$ cat src/halfband_mipmap_decimator_unit_macros.svh
// Assertion helpers for the half-band mipmap decimator.
// Each check is clocked on the rising edge and is held off while reset is asserted.
`ifndef HALFBAND_MIPMAP_DECIMATOR_UNIT_MACROS_SVH
`define HALFBAND_MIPMAP_DECIMATOR_UNIT_MACROS_SVH

`ifndef SYNTHESIS
// The consequent must hold in the same cycle as the antecedent.
`define HMD_ASSERT_IMP(lbl, ck, rn, ante, cons, msg) \
	lbl: assert property (@(posedge ck) disable iff (!rn) (ante) |-> (cons)) \
		else $error(msg);
// The consequent must hold in the cycle after the antecedent.
`define HMD_ASSERT_NXT(lbl, ck, rn, ante, cons, msg) \
	lbl: assert property (@(posedge ck) disable iff (!rn) (ante) |=> (cons)) \
		else $error(msg);
`else
`define HMD_ASSERT_IMP(lbl, ck, rn, ante, cons, msg)
`define HMD_ASSERT_NXT(lbl, ck, rn, ante, cons, msg)
`endif

`endif

$ cat src/hmd_pkg.sv
`default_nettype none

package hmd_pkg;

	// Store and filter dimensions.
	localparam int MAX_LOG2_SIZE = 12;
	localparam int TAP_COUNT = 63;
	localparam int TAP_CENTER = 31;
	localparam int SUM_SHIFT = 16;
	localparam int SAMPLE_W = 16;
	localparam int INDEX_W = 12;
	localparam int CFG_W = 4;
	localparam int TAP_W = 6;
	// Largest sum is below 2^34 in magnitude, so 36 bits leave margin.
	localparam int ACC_W = 36;
	localparam logic [CFG_W-1:0] TABLE_LOG2_RESET = 4'd12;

	// Half-band filter weights; taps 1 to 62 are symmetric about the two center taps.
	localparam logic signed [SAMPLE_W-1:0] TAP_WEIGHT [TAP_COUNT] = '{
		16'sd1, 16'sd33, -16'sd8, -16'sd48, 16'sd31, 16'sd72, -16'sd74, -16'sd92,
		16'sd143, 16'sd95, -16'sd240, -16'sd66, 16'sd364, -16'sd14, -16'sd505,
		16'sd168, 16'sd642, -16'sd416, -16'sd748, 16'sd779, 16'sd782, -16'sd1279,
		-16'sd687, 16'sd1951, 16'sd375, -16'sd2874, 16'sd331, 16'sd4293,
		-16'sd1957, -16'sd7315, 16'sd7773, 16'sd31275, 16'sd31275, 16'sd7773,
		-16'sd7315, -16'sd1957, 16'sd4293, 16'sd331, -16'sd2874, 16'sd375,
		16'sd1951, -16'sd687, -16'sd1279, 16'sd782, 16'sd779, -16'sd748,
		-16'sd416, 16'sd642, 16'sd168, -16'sd505, -16'sd14, 16'sd364, -16'sd66,
		-16'sd240, 16'sd95, 16'sd143, -16'sd92, -16'sd74, 16'sd72, 16'sd31,
		-16'sd48, -16'sd8, 16'sd33
	};

	// Request function codes.
	localparam logic FUNC_WRITE = 1'b0;
	localparam logic FUNC_READ = 1'b1;

	// Input request payload.
	typedef struct packed {
		logic func;
		logic [INDEX_W-1:0] index;
		logic signed [SAMPLE_W-1:0] sample;
	} in_req_t;

	// Output result payload.
	typedef struct packed {
		logic signed [SAMPLE_W-1:0] filtered;
		logic clipped;
	} out_rsp_t;

	// Microprogram steps.
	typedef enum logic [2:0] {
		ST_IDLE = 3'd0,
		ST_DECODE = 3'd1,
		ST_MAC = 3'd2,
		ST_DRAIN1 = 3'd3,
		ST_DRAIN2 = 3'd4,
		ST_RESULT = 3'd5,
		ST_WRITE = 3'd6
	} step_t;

	// Jump conditions of the microprogram.
	typedef enum logic [2:0] {
		COND_ALWAYS = 3'd0,
		COND_REQ = 3'd1,
		COND_WRITE = 3'd2,
		COND_TAPS_DONE = 3'd3,
		COND_OUT_FREE = 3'd4
	} cond_t;

	// Datapath strobes from the sequencer.
	typedef struct packed {
		logic take;
		logic setup;
		logic issue;
		logic mem_we;
		logic out_load;
	} ctl_t;

	// Datapath status seen by the sequencer.
	typedef struct packed {
		logic req_valid;
		logic is_write;
		logic tap_last;
		logic out_free;
	} stat_t;

	// One microcode word: strobes, a condition and two successors.
	typedef struct packed {
		ctl_t ctl;
		cond_t cond;
		step_t jmp;
		step_t alt;
	} ucw_t;

endpackage

`default_nettype wire

$ cat src/hmd_seq.sv
`default_nettype none

module hmd_seq (
	input wire logic clk,
	input wire logic arst_n,
	input wire hmd_pkg::stat_t stat,
	output hmd_pkg::ctl_t ctl
);

	hmd_pkg::step_t step_q;
	hmd_pkg::step_t step_nxt;
	hmd_pkg::ucw_t word;
	logic cond_hit;

	// Microprogram ROM: one word per step.
	function automatic hmd_pkg::ucw_t ucode(input hmd_pkg::step_t s);
		hmd_pkg::ucw_t w;
		w = '{ctl: '0, cond: hmd_pkg::COND_ALWAYS, jmp: hmd_pkg::ST_IDLE,
			alt: hmd_pkg::ST_IDLE};
		case (s)
			hmd_pkg::ST_IDLE: begin
				w.ctl.take = 1'b1;
				w.cond = hmd_pkg::COND_REQ;
				w.jmp = hmd_pkg::ST_DECODE;
				w.alt = hmd_pkg::ST_IDLE;
			end
			hmd_pkg::ST_DECODE: begin
				w.ctl.setup = 1'b1;
				w.cond = hmd_pkg::COND_WRITE;
				w.jmp = hmd_pkg::ST_WRITE;
				w.alt = hmd_pkg::ST_MAC;
			end
			hmd_pkg::ST_MAC: begin
				w.ctl.issue = 1'b1;
				w.cond = hmd_pkg::COND_TAPS_DONE;
				w.jmp = hmd_pkg::ST_DRAIN1;
				w.alt = hmd_pkg::ST_MAC;
			end
			hmd_pkg::ST_DRAIN1: begin
				w.jmp = hmd_pkg::ST_DRAIN2;
			end
			hmd_pkg::ST_DRAIN2: begin
				w.jmp = hmd_pkg::ST_RESULT;
			end
			hmd_pkg::ST_RESULT: begin
				w.ctl.out_load = 1'b1;
				w.cond = hmd_pkg::COND_OUT_FREE;
				w.jmp = hmd_pkg::ST_IDLE;
				w.alt = hmd_pkg::ST_RESULT;
			end
			hmd_pkg::ST_WRITE: begin
				w.ctl.mem_we = 1'b1;
				w.jmp = hmd_pkg::ST_RESULT;
			end
			default: begin
				w.jmp = hmd_pkg::ST_IDLE;
			end
		endcase
		return w;
	endfunction

	// Output decode: the current step's word drives the datapath.
	always_comb begin
		word = ucode(step_q);
		ctl = word.ctl;
	end

	// Next step: evaluate the word's condition and pick a successor.
	always_comb begin
		case (word.cond)
			hmd_pkg::COND_ALWAYS: cond_hit = 1'b1;
			hmd_pkg::COND_REQ: cond_hit = stat.req_valid;
			hmd_pkg::COND_WRITE: cond_hit = stat.is_write;
			hmd_pkg::COND_TAPS_DONE: cond_hit = stat.tap_last;
			hmd_pkg::COND_OUT_FREE: cond_hit = stat.out_free;
			default: cond_hit = 1'b1;
		endcase
		step_nxt = cond_hit ? word.jmp : word.alt;
	end

	// Step register.
	always_ff @(posedge clk or negedge arst_n) begin
		if (!arst_n) begin
			step_q <= hmd_pkg::ST_IDLE;
		end else begin
			step_q <= step_nxt;
		end
	end

endmodule

`default_nettype wire
$ cat config.mk
export PLATFORM = sky130hd
export DESIGN_NAME = hmd_seq
export DESIGN_NICKNAME = d
export VERILOG_FILES = /design/src/halfband_mipmap_decimator_unit_macros.svh /design/src/hmd_pkg.sv /design/src/hmd_seq.sv
export SDC_FILE = /design/constraint.sdc
export NUM_CORES = 1
export LEC_CHECK = 0
export ABC_AREA = 1
export BUFFER_PORTS_ARGS = -buffer_cell sky130_fd_sc_hd__buf_2
export CAP_MARGIN = 30
export CORE_AREA = 2 2 39 41
export CTS_BUF_LIST = sky130_fd_sc_hd__clkbuf_8
export DETAILED_ROUTE_END_ITERATION = 10
export DIE_AREA = 0 0 41 43
export GPL_ROUTABILITY_DRIVEN = 0
export PLACE_DENSITY = 0.51
export SYNTH_ARGS = -nofsm -noshare
export SYNTH_HDL_FRONTEND = slang
export SYNTH_SLANG_ARGS = --single-unit
$ cat constraint.sdc
create_clock -name clk -period 1.6 [get_ports clk]
set_input_delay 0.08 -clock clk [delete_from_list [all_inputs] [get_ports clk]]
set_output_delay 0.08 -clock clk [all_outputs]
set_load 0.02 [all_outputs]
Word-level counts from Yosys, hierarchy flattened

Index checks and enable logic that the tools add are counted.

Eq/ne operators: 10
Multiplexer cells: 10
Reductions and logical operators: 3

Operators with widths:

| kind                                          | count |
|---|---|
| case mux 3 bit (5 select lines)               | 1 |
| == test 3 x 2 -> 1 bit, second input constant | 4 |
| == test 3 bit, second input constant          | 4 |
| case mux 3 bit (4 select lines)               | 1 |
| == test 3 x 1 -> 1 bit, second input constant | 2 |
| case mux 3 bit (2 select lines)               | 1 |
| 2-to-1 mux 1 bit                              | 5 |
| case mux 1 bit (4 select lines)               | 1 |
| OR reduction 2 bit                            | 2 |
| logical NOT 3 bit                             | 1 |
| 2-to-1 mux 3 bit                              | 1 |

Bits in registers: 3
Output and inout port bits: 5

Longest topological paths before layout

Gate-level depths: netlist (run 1).

Word-level depth: 5
Depth in mapped cells: 9

Worst setup path after synthesis (run 1)

Ideal clock, no wire load.

Path type: flip-flop to flip-flop
Start: register step_q[0]
End: register step_q[2]
Library setup time: 0.118 ns
Arrival time: 1.197 ns
Path slack: 0.285 ns
Stages on the path, launching flop included: 9
Period minus slack after synthesis: 1.315 ns
Cell sequence: dfrtp_1 -> inv_1 -> ha_1 -> o21ai_0 -> nand2_2 -> nand3_2 -> nand2_2 -> nand2_1 -> nand2_1

Word-level cells in the longest chain between the ends: 5
Elaborated cells between the ends (all ways): 18
Classes of those cells: 10 x eq/ne; 5 x mux; 3 x reduce/logical

RTL lines:

| what                                        | line          | RTL |
|---|---|---|
| start: declaration                          | hmd_seq.sv:10 | `hmd_pkg::step_t step_q;` |
| start signal: assignment                    | hmd_seq.sv:84 | `step_q <= hmd_pkg::ST_IDLE;` |
| start signal: assignment                    | hmd_seq.sv:86 | `step_q <= step_nxt;` |
| == test 3 bit, or another cell as far along | hmd_seq.sv:20 | `case (s)` |
| case mux 3 bit (4 select lines)             | hmd_seq.sv:20 |  |
| == test 3 bit, or another cell as far along | hmd_seq.sv:70 | `case (word.cond)` |
| case mux 1 bit (4 select lines)             | hmd_seq.sv:70 |  |
| 2-to-1 mux 3 bit *                          | hmd_seq.sv:78 | `step_nxt = cond_hit ? word.jmp : word.alt;` |
| via step_nxt[2]                             | hmd_seq.sv:11 | `hmd_pkg::step_t step_nxt;` |

Mark *: on every way through the listed nets, which the timed path passes. The rest lies on a longest branch.

==> results of run 1 <==
[power groups by stage]
stage	combinational (W)	clock [W]	sequential, W
3_3_place_gp	0.000635	0	0.000139
3_5_place_dp	0.000642	0	0.000139
5_1_grt	0.000706	0.000218	0.000141
4_1_cts	0.000646	0.000213	0.000138
2_1_floorplan	0.000453	0	0.000158
6_report	0.000637	0.000210	0.000138
[worst reg2reg max path: cells and delay by family, from the launching register on]
kind | cells | cell delay (ps)
flops | 1 | 370
buf+inv | 1 | 160
simple gates | 8 | 630
[per-layer routing]
metal	share of wire [%]	wire length, um	track usage, %
met4	0	0	8.00
met2	55	343	14.4
met1	42	262	9.74
met5	0	0	0
met3	3.5	22	3.14
[cells in the final DEF (no fill, tap or decap), drive strengths merged]
cell type    Yosys  routed
nand2           14      14
buf              0      12
inv              8       9
nand3            6       6
nor2             4       4
ha               3       3
clkbuf           0       3
dfrtp            3       3
o21ai            1       1
a21oi            1       1
nor3             1       1
dlygate4sd3      0       1
[path summary, 6_finish.rpt]
path,startpoint,slack (ps),cells past startpoint,to
setup / recovery,step_q[2]$_DFF_PN0_,230,5,ctl[4]
setup reg to reg,step_q[2]$_DFF_PN0_,310,9,step_q[1]$_DFF_PN0_
hold reg to reg,step_q[1]$_DFF_PN0_,720,4,step_q[1]$_DFF_PN0_
hold / removal,arst_n,200,2,step_q[1]$_DFF_PN0_
min in group clk,stat[2],220,4,step_q[1]$_DFF_PN0_
max in group asynchronous,arst_n,1300,2,step_q[0]$_DFF_PN0_
[metrics by stage]
| step | setup slack [ps] | hold slack (ps) | total power [W] | instances |
|---|---|---|---|---|
| floorplan | 285 | -216 | 0.000611 | 41 |
| global placement | 294 | -123 | 0.000775 | 69 |
| detailed placement | 304 | -125 | 0.000781 | 69 |
| CTS | 227 | 188 | 0.000998 | 74 |
| global route | 170 | 214 | 0.00107 | 74 |
| finish | 231 | 195 | 0.000985 | 74 |
[repair_timing]
item,4_1_cts,5_1_grt
hold endpoints to repair,3,0
buffers inserted,0,0
hold buffers,1,0
[layout make-up]
cell class	count	area, um2	share of cell area (%)
repair buffers	13	75.1	17.3
flip-flops and latches	3	75.1	17.3
clock buffers	3	41.3	9.51
inverters	8	30.0	6.92
multi-input cells	30	189	43.5
well taps	16	20.0	4.61
clock inverters	1	3.75	0.865
[cell families after synthesis]
group | after synthesis
adders and majority gates | 3
buffers and inverters | 8
and+or+nand+nor | 25
DFF | 3
AOI/OAI and AO/OA | 2
==> flow_metrics.py, run 1 <==
metrics = {
    "sta": {
        "period_minus_slack_ps": 1370,
        "finalHoldViolCount": 0,
        "fmax_ghz": 0.730,
        "setup_tns_ps": 0,
        "slew_headroom_pct": 86.6,
        "finClkSkew_ps": 0.577,
        "fin_crit_sh_pct": 85.6,
        "rsz0062_at_grt": "no",
        "setup-violations-final": 0,
        "worst_pin_slew_ps": 199,
        "slew_violations": 0,
    },
    "logic_synthesis": {
        "ys_top_cells_by_count": "9 x nand2_1, 8 x inv_1, 4 x nand2_2, 4 x nand3_1",
        "synthXorXnorAreaFrac_pct": 0,
        "syn_area_um2": 294,
        "yosysTopAreaCell": "dfrtp_1",
        "ys.flop_type": "dfrtp_1",
        "synthTopCellsByArea": "dfrtp_1 26%, ha_1 13%, nand2_1 11%",
        "synthSimpleGateAreaFrac_pct": 48.1,
        "synth_seq_cells": 3,
        "ys_seq_area_share_pct": 25.5,
        "synthAdderAreaFrac_pct": 12.8,
        "synth_cells": 41,
        "synth_top_family_by_area": "simple AND/OR/NAND/NOR gates",
        "yosysTopAreaCellShare_pct": 25.5,
        "synth_nets": 50,
        "synth.distinct_cells": 13,
        "avgSynthCellArea_um2": 7.17,
        "synth_async_sr_flop_share_pct": 100,
        "synth_edf_count": 0,
        "muxShareOfSynthArea_pct": 0,
        "ys_warn_count": 0,
        "synth_compound_area_share_pct": 3.40,
        "synth_most_common_cell": "nand2_1",
    },
    "hold_path": {
        "hp-class": "in2async",
    },
    "global_route": {
        "grt_pass1_wl_mm": 1.06,
        "grt_overflow": 0,
        "grt_use_total_pct": 9.47,
        "antenna_found_initial": 0,
        "grt_start_max_net_pins": 7,
        "grt_pass1_vias": 291,
    },
    "cts": {
        "cts_buffers": 3,
        "cts_buffer_depth": 2,
        "cts_resized": 0,
        "clk_latency_ps": 210,
        "htreeDepth": 1,
        "cts_tree": "done",
        "cts_sinks": 3,
        "root_buffer": "clkbuf_8",
        "cts.clk_slew.worst_paths_ps": 30,
    },
    "run_status": {
        "status": "completed",
    },
    "power": {
        "clock_power_share_pct": 21.3,
        "combPwrFrac_pct": 64.7,
        "switchingPower_w": 0.000470,
        "netSwitchingFraction_pct": 47.8,
        "ir_worst_vdd_mv": 0.541,
        "power.internal_w": 0.000514,
        "power_leakage_nw": 0.270,
        "power_density_nw_per_um2": 2270,
        "p_seq_share_pct": 14.0,
    },
    "floorplanning": {
        "die_w_um": 41,
        "ios": 11,
        "rows": 14,
        "start_util_pct": 21.2,
        "die_area_um2": 1760,
        "die_y_um": 43,
        "coreArea_um2": 1380,
    },
    "placement": {
        "placed_cell_area_um2": 379,
        "dp_hpwl_um": 529,
        "numPortBuffers": 10,
    },
    "finish": {
        "reg_top3": "step_q: 3 flops",
        "regMostFlops": "step_q",
        "fillers": 156,
        "design_area_um2": 434,
        "area.growth.synth_to_final_pct": 47.7,
        "nNetsFinal": 68,
        "num_antenna_cells": 0,
        "fin_util_pct": 31.4,
        "final_layout_size_suffix_gt1_share_pct": 39.7,
        "largest_reg_flops": 3,
    },
    "detailed_routing": {
        "firstDrtPassIters": 2,
        "via_count": 298,
        "drt_iter0_markers": 5,
        "finalWirelength_um": 628,
        "wl_per_cell_um": 8.49,
        "drc": 0,
        "viasPerCell": 4.03,
        "ant_nets": 0,
    },
    "flow_run": {
        "drv_cap": 0,
    },
    "critical_path": {
        "worstPathRequired_ps": 1520,
        "critical_path_class": "reg2out",
        "endpoint_kind": "output port",
        "crit_path_start_kind": "flop",
        "cp_data_arrival_time_ps": 1290,
        "worst_path_max_delay_cell": "dfrtp_1",
        "path_max_fanout": 5,
        "crit_family": "buffers and inverters",
        "crit_buf_inv": 3,
        "crit_chain": "buf_4, nor2_2, inv_1, nor2_1, buf_2",
        "cpPeakStageDelay_ps": 370,
    },
}
(Power assumes the default switching activity.)
==> run 2, diff against run 1 <==
- clock period: 1.6 -> 1.3 ns (I/O delays scaled with it)
==> flow_metrics.py, run 2 (same netlist as run 1, synthesis figures left out) <==
metrics = {
    "run_status": {
        "status": "completed",
    },
    "finish": {
        "area.growth.synth_to_final_pct": 71.1,
        "nNetsFinal": 71,
        "regMostFlops": "step_q",
        "reg_top3": "step_q: 3 flops",
        "mostFrequentLayoutCells": "9 x nand2_1, 8 x buf_2, 7 x inv_1, 6 x buf_4",
        "largest_reg_flops": 3,
        "final_layout_size_suffix_gt1_share_pct": 50.8,
        "design_area_um2": 503,
        "layout_commonest_cell": "nand2_1",
        "num_antenna_cells": 0,
    },
    "sta": {
        "rsz0062_at_grt": "yes",
        "fin_crit_sh_pct": 99.4,
        "slew_headroom_pct": 86.2,
        "fin_ws_ps": 7.18,
        "period_minus_slack_ps": 1290,
        "finClkSkew_ps": 1.41,
        "setup-violations-final": 0,
        "slew_violations": 0,
        "setup_tns_ps": 0,
        "fmax_ghz": 0.774,
        "finalHoldViolCount": 0,
        "worst_pin_slew_ps": 206,
    },
    "detailed_routing": {
        "firstDrtPassIters": 4,
        "drc": 0,
        "finalWirelength_um": 766,
        "wl_per_cell_um": 9.95,
        "via_count": 311,
        "viasPerCell": 4.04,
        "drt_iter0_markers": 3,
        "ant_nets": 0,
    },
    "critical_path": {
        "crit_path_start_kind": "flop",
        "worstPathRequired_ps": 1240,
        "endpoint_kind": "output port",
        "cp_data_arrival_time_ps": 1230,
        "critical_path_class": "reg2out",
        "path_max_fanout": 6,
    },
    "placement": {
        "placed_cell_area_um2": 400,
        "dp_hpwl_um": 534,
        "dp_slack_ps": -22.9,
        "numPortBuffers": 10,
    },
    "hold_path": {
        "hp-class": "in2async",
    },
    "global_route": {
        "grt_pass1_wl_mm": 1.16,
        "grt_overflow": 0,
        "grt_use_total_pct": 10.1,
        "antenna_found_initial": 0,
        "grt_start_max_net_pins": 7,
        "grt_pass1_vias": 277,
    },
    "cts": {
        "cts_buffer_depth": 2,
        "htreeDepth": 1,
        "cts.clk_slew.worst_paths_ps": 30,
        "cts_buffers": 3,
        "cts_sinks": 3,
        "root_buffer": "clkbuf_8",
        "clk_latency_ps": 210,
        "cts_tree": "done",
    },
    "floorplanning": {
        "ios": 11,
        "die_y_um": 43,
        "start_util_pct": 21.2,
        "die_area_um2": 1760,
        "coreArea_um2": 1380,
        "rows": 14,
        "die_w_um": 41,
    },
    "power": {
        "power_leakage_nw": 0.295,
        "power_density_nw_per_um2": 2890,
        "ir_worst_vdd_mv": 0.946,
        "total_power_w": 0.00145,
    },
    "flow_run": {
        "drv_cap": 0,
    },
}
-- run 2: repair_timing --
item,4_1_cts,5_1_grt
endpoints found under the hold margin,3,0
buffers inserted,0,2
hold buffers,1,0
endpoints found under the setup margin,4,5
pin swaps,0,5
resized for setup,4,6
-- run 2: where the power goes --
part           switching, W  leakage [nW]  total, W  internal, W
sequential        0.0000416        0.0368  0.000185     0.000144
combinational      0.000563         0.231   0.00101     0.000447
clock             0.0000565        0.0269  0.000257     0.000201
-- run 2: metrics by stage --
step | hold WS (ps) | util [%] | cells
final | 180 | 36.3 | 77
after global routing | 209 | 36.3 | 77
after CTS | 179 | 33.5 | 75
after detailed placement | -133 | 28.9 | 70
after global placement | -135 | 28.9 | 70
after floorplan | -231 | - | 41
-- run 2: critical path, cell delays in order (launching register included) --
cell	delay, ps
dfrtp_2	410
buf_12	140
nor2_4	150
inv_2	80
nor2_1	90
buf_4	140
-- run 2: cell type report --
class                           instances  area (um2)
Clock buffer                            3        41.3
Clock inverter                          1        3.75
Fill cell                             152         881
Inverter                                8        30.0
Multi-Input combinational cell         30         216
Sequential cell                         3        76.3
Tap cell                               16        20.0
Timing Repair Buffer                   16         115
-- run 2: path summary, 6_finish.rpt --
kind                                           from                   to  slack, ps  depth (start not counted)
worst max-delay path            step_q[0]$_DFF_PN0_               ctl[4]          7                          5
worst min register to register  step_q[1]$_DFF_PN0_  step_q[1]$_DFF_PN0_        730                          4
min in group clk                            stat[2]  step_q[1]$_DFF_PN0_        260                          5
worst max register to register  step_q[0]$_DFF_PN0_  step_q[2]$_DFF_PN0_         20                          9
max in group asynchronous                    arst_n  step_q[0]$_DFF_PN0_       1000                          2
worst min-delay path                         arst_n  step_q[1]$_DFF_PN0_        180                          2
-- run 2: routing by layer --
layer,routed length [um],part of all wire [%],up-vias,GRT usage (%)
li1,-,-,166,-
met1,322,42,138,13.6
met2,401,52,7,13.4
met3,42,5.5,0,6.28
met4,0,0,0,2.00
met5,0,0,-,0
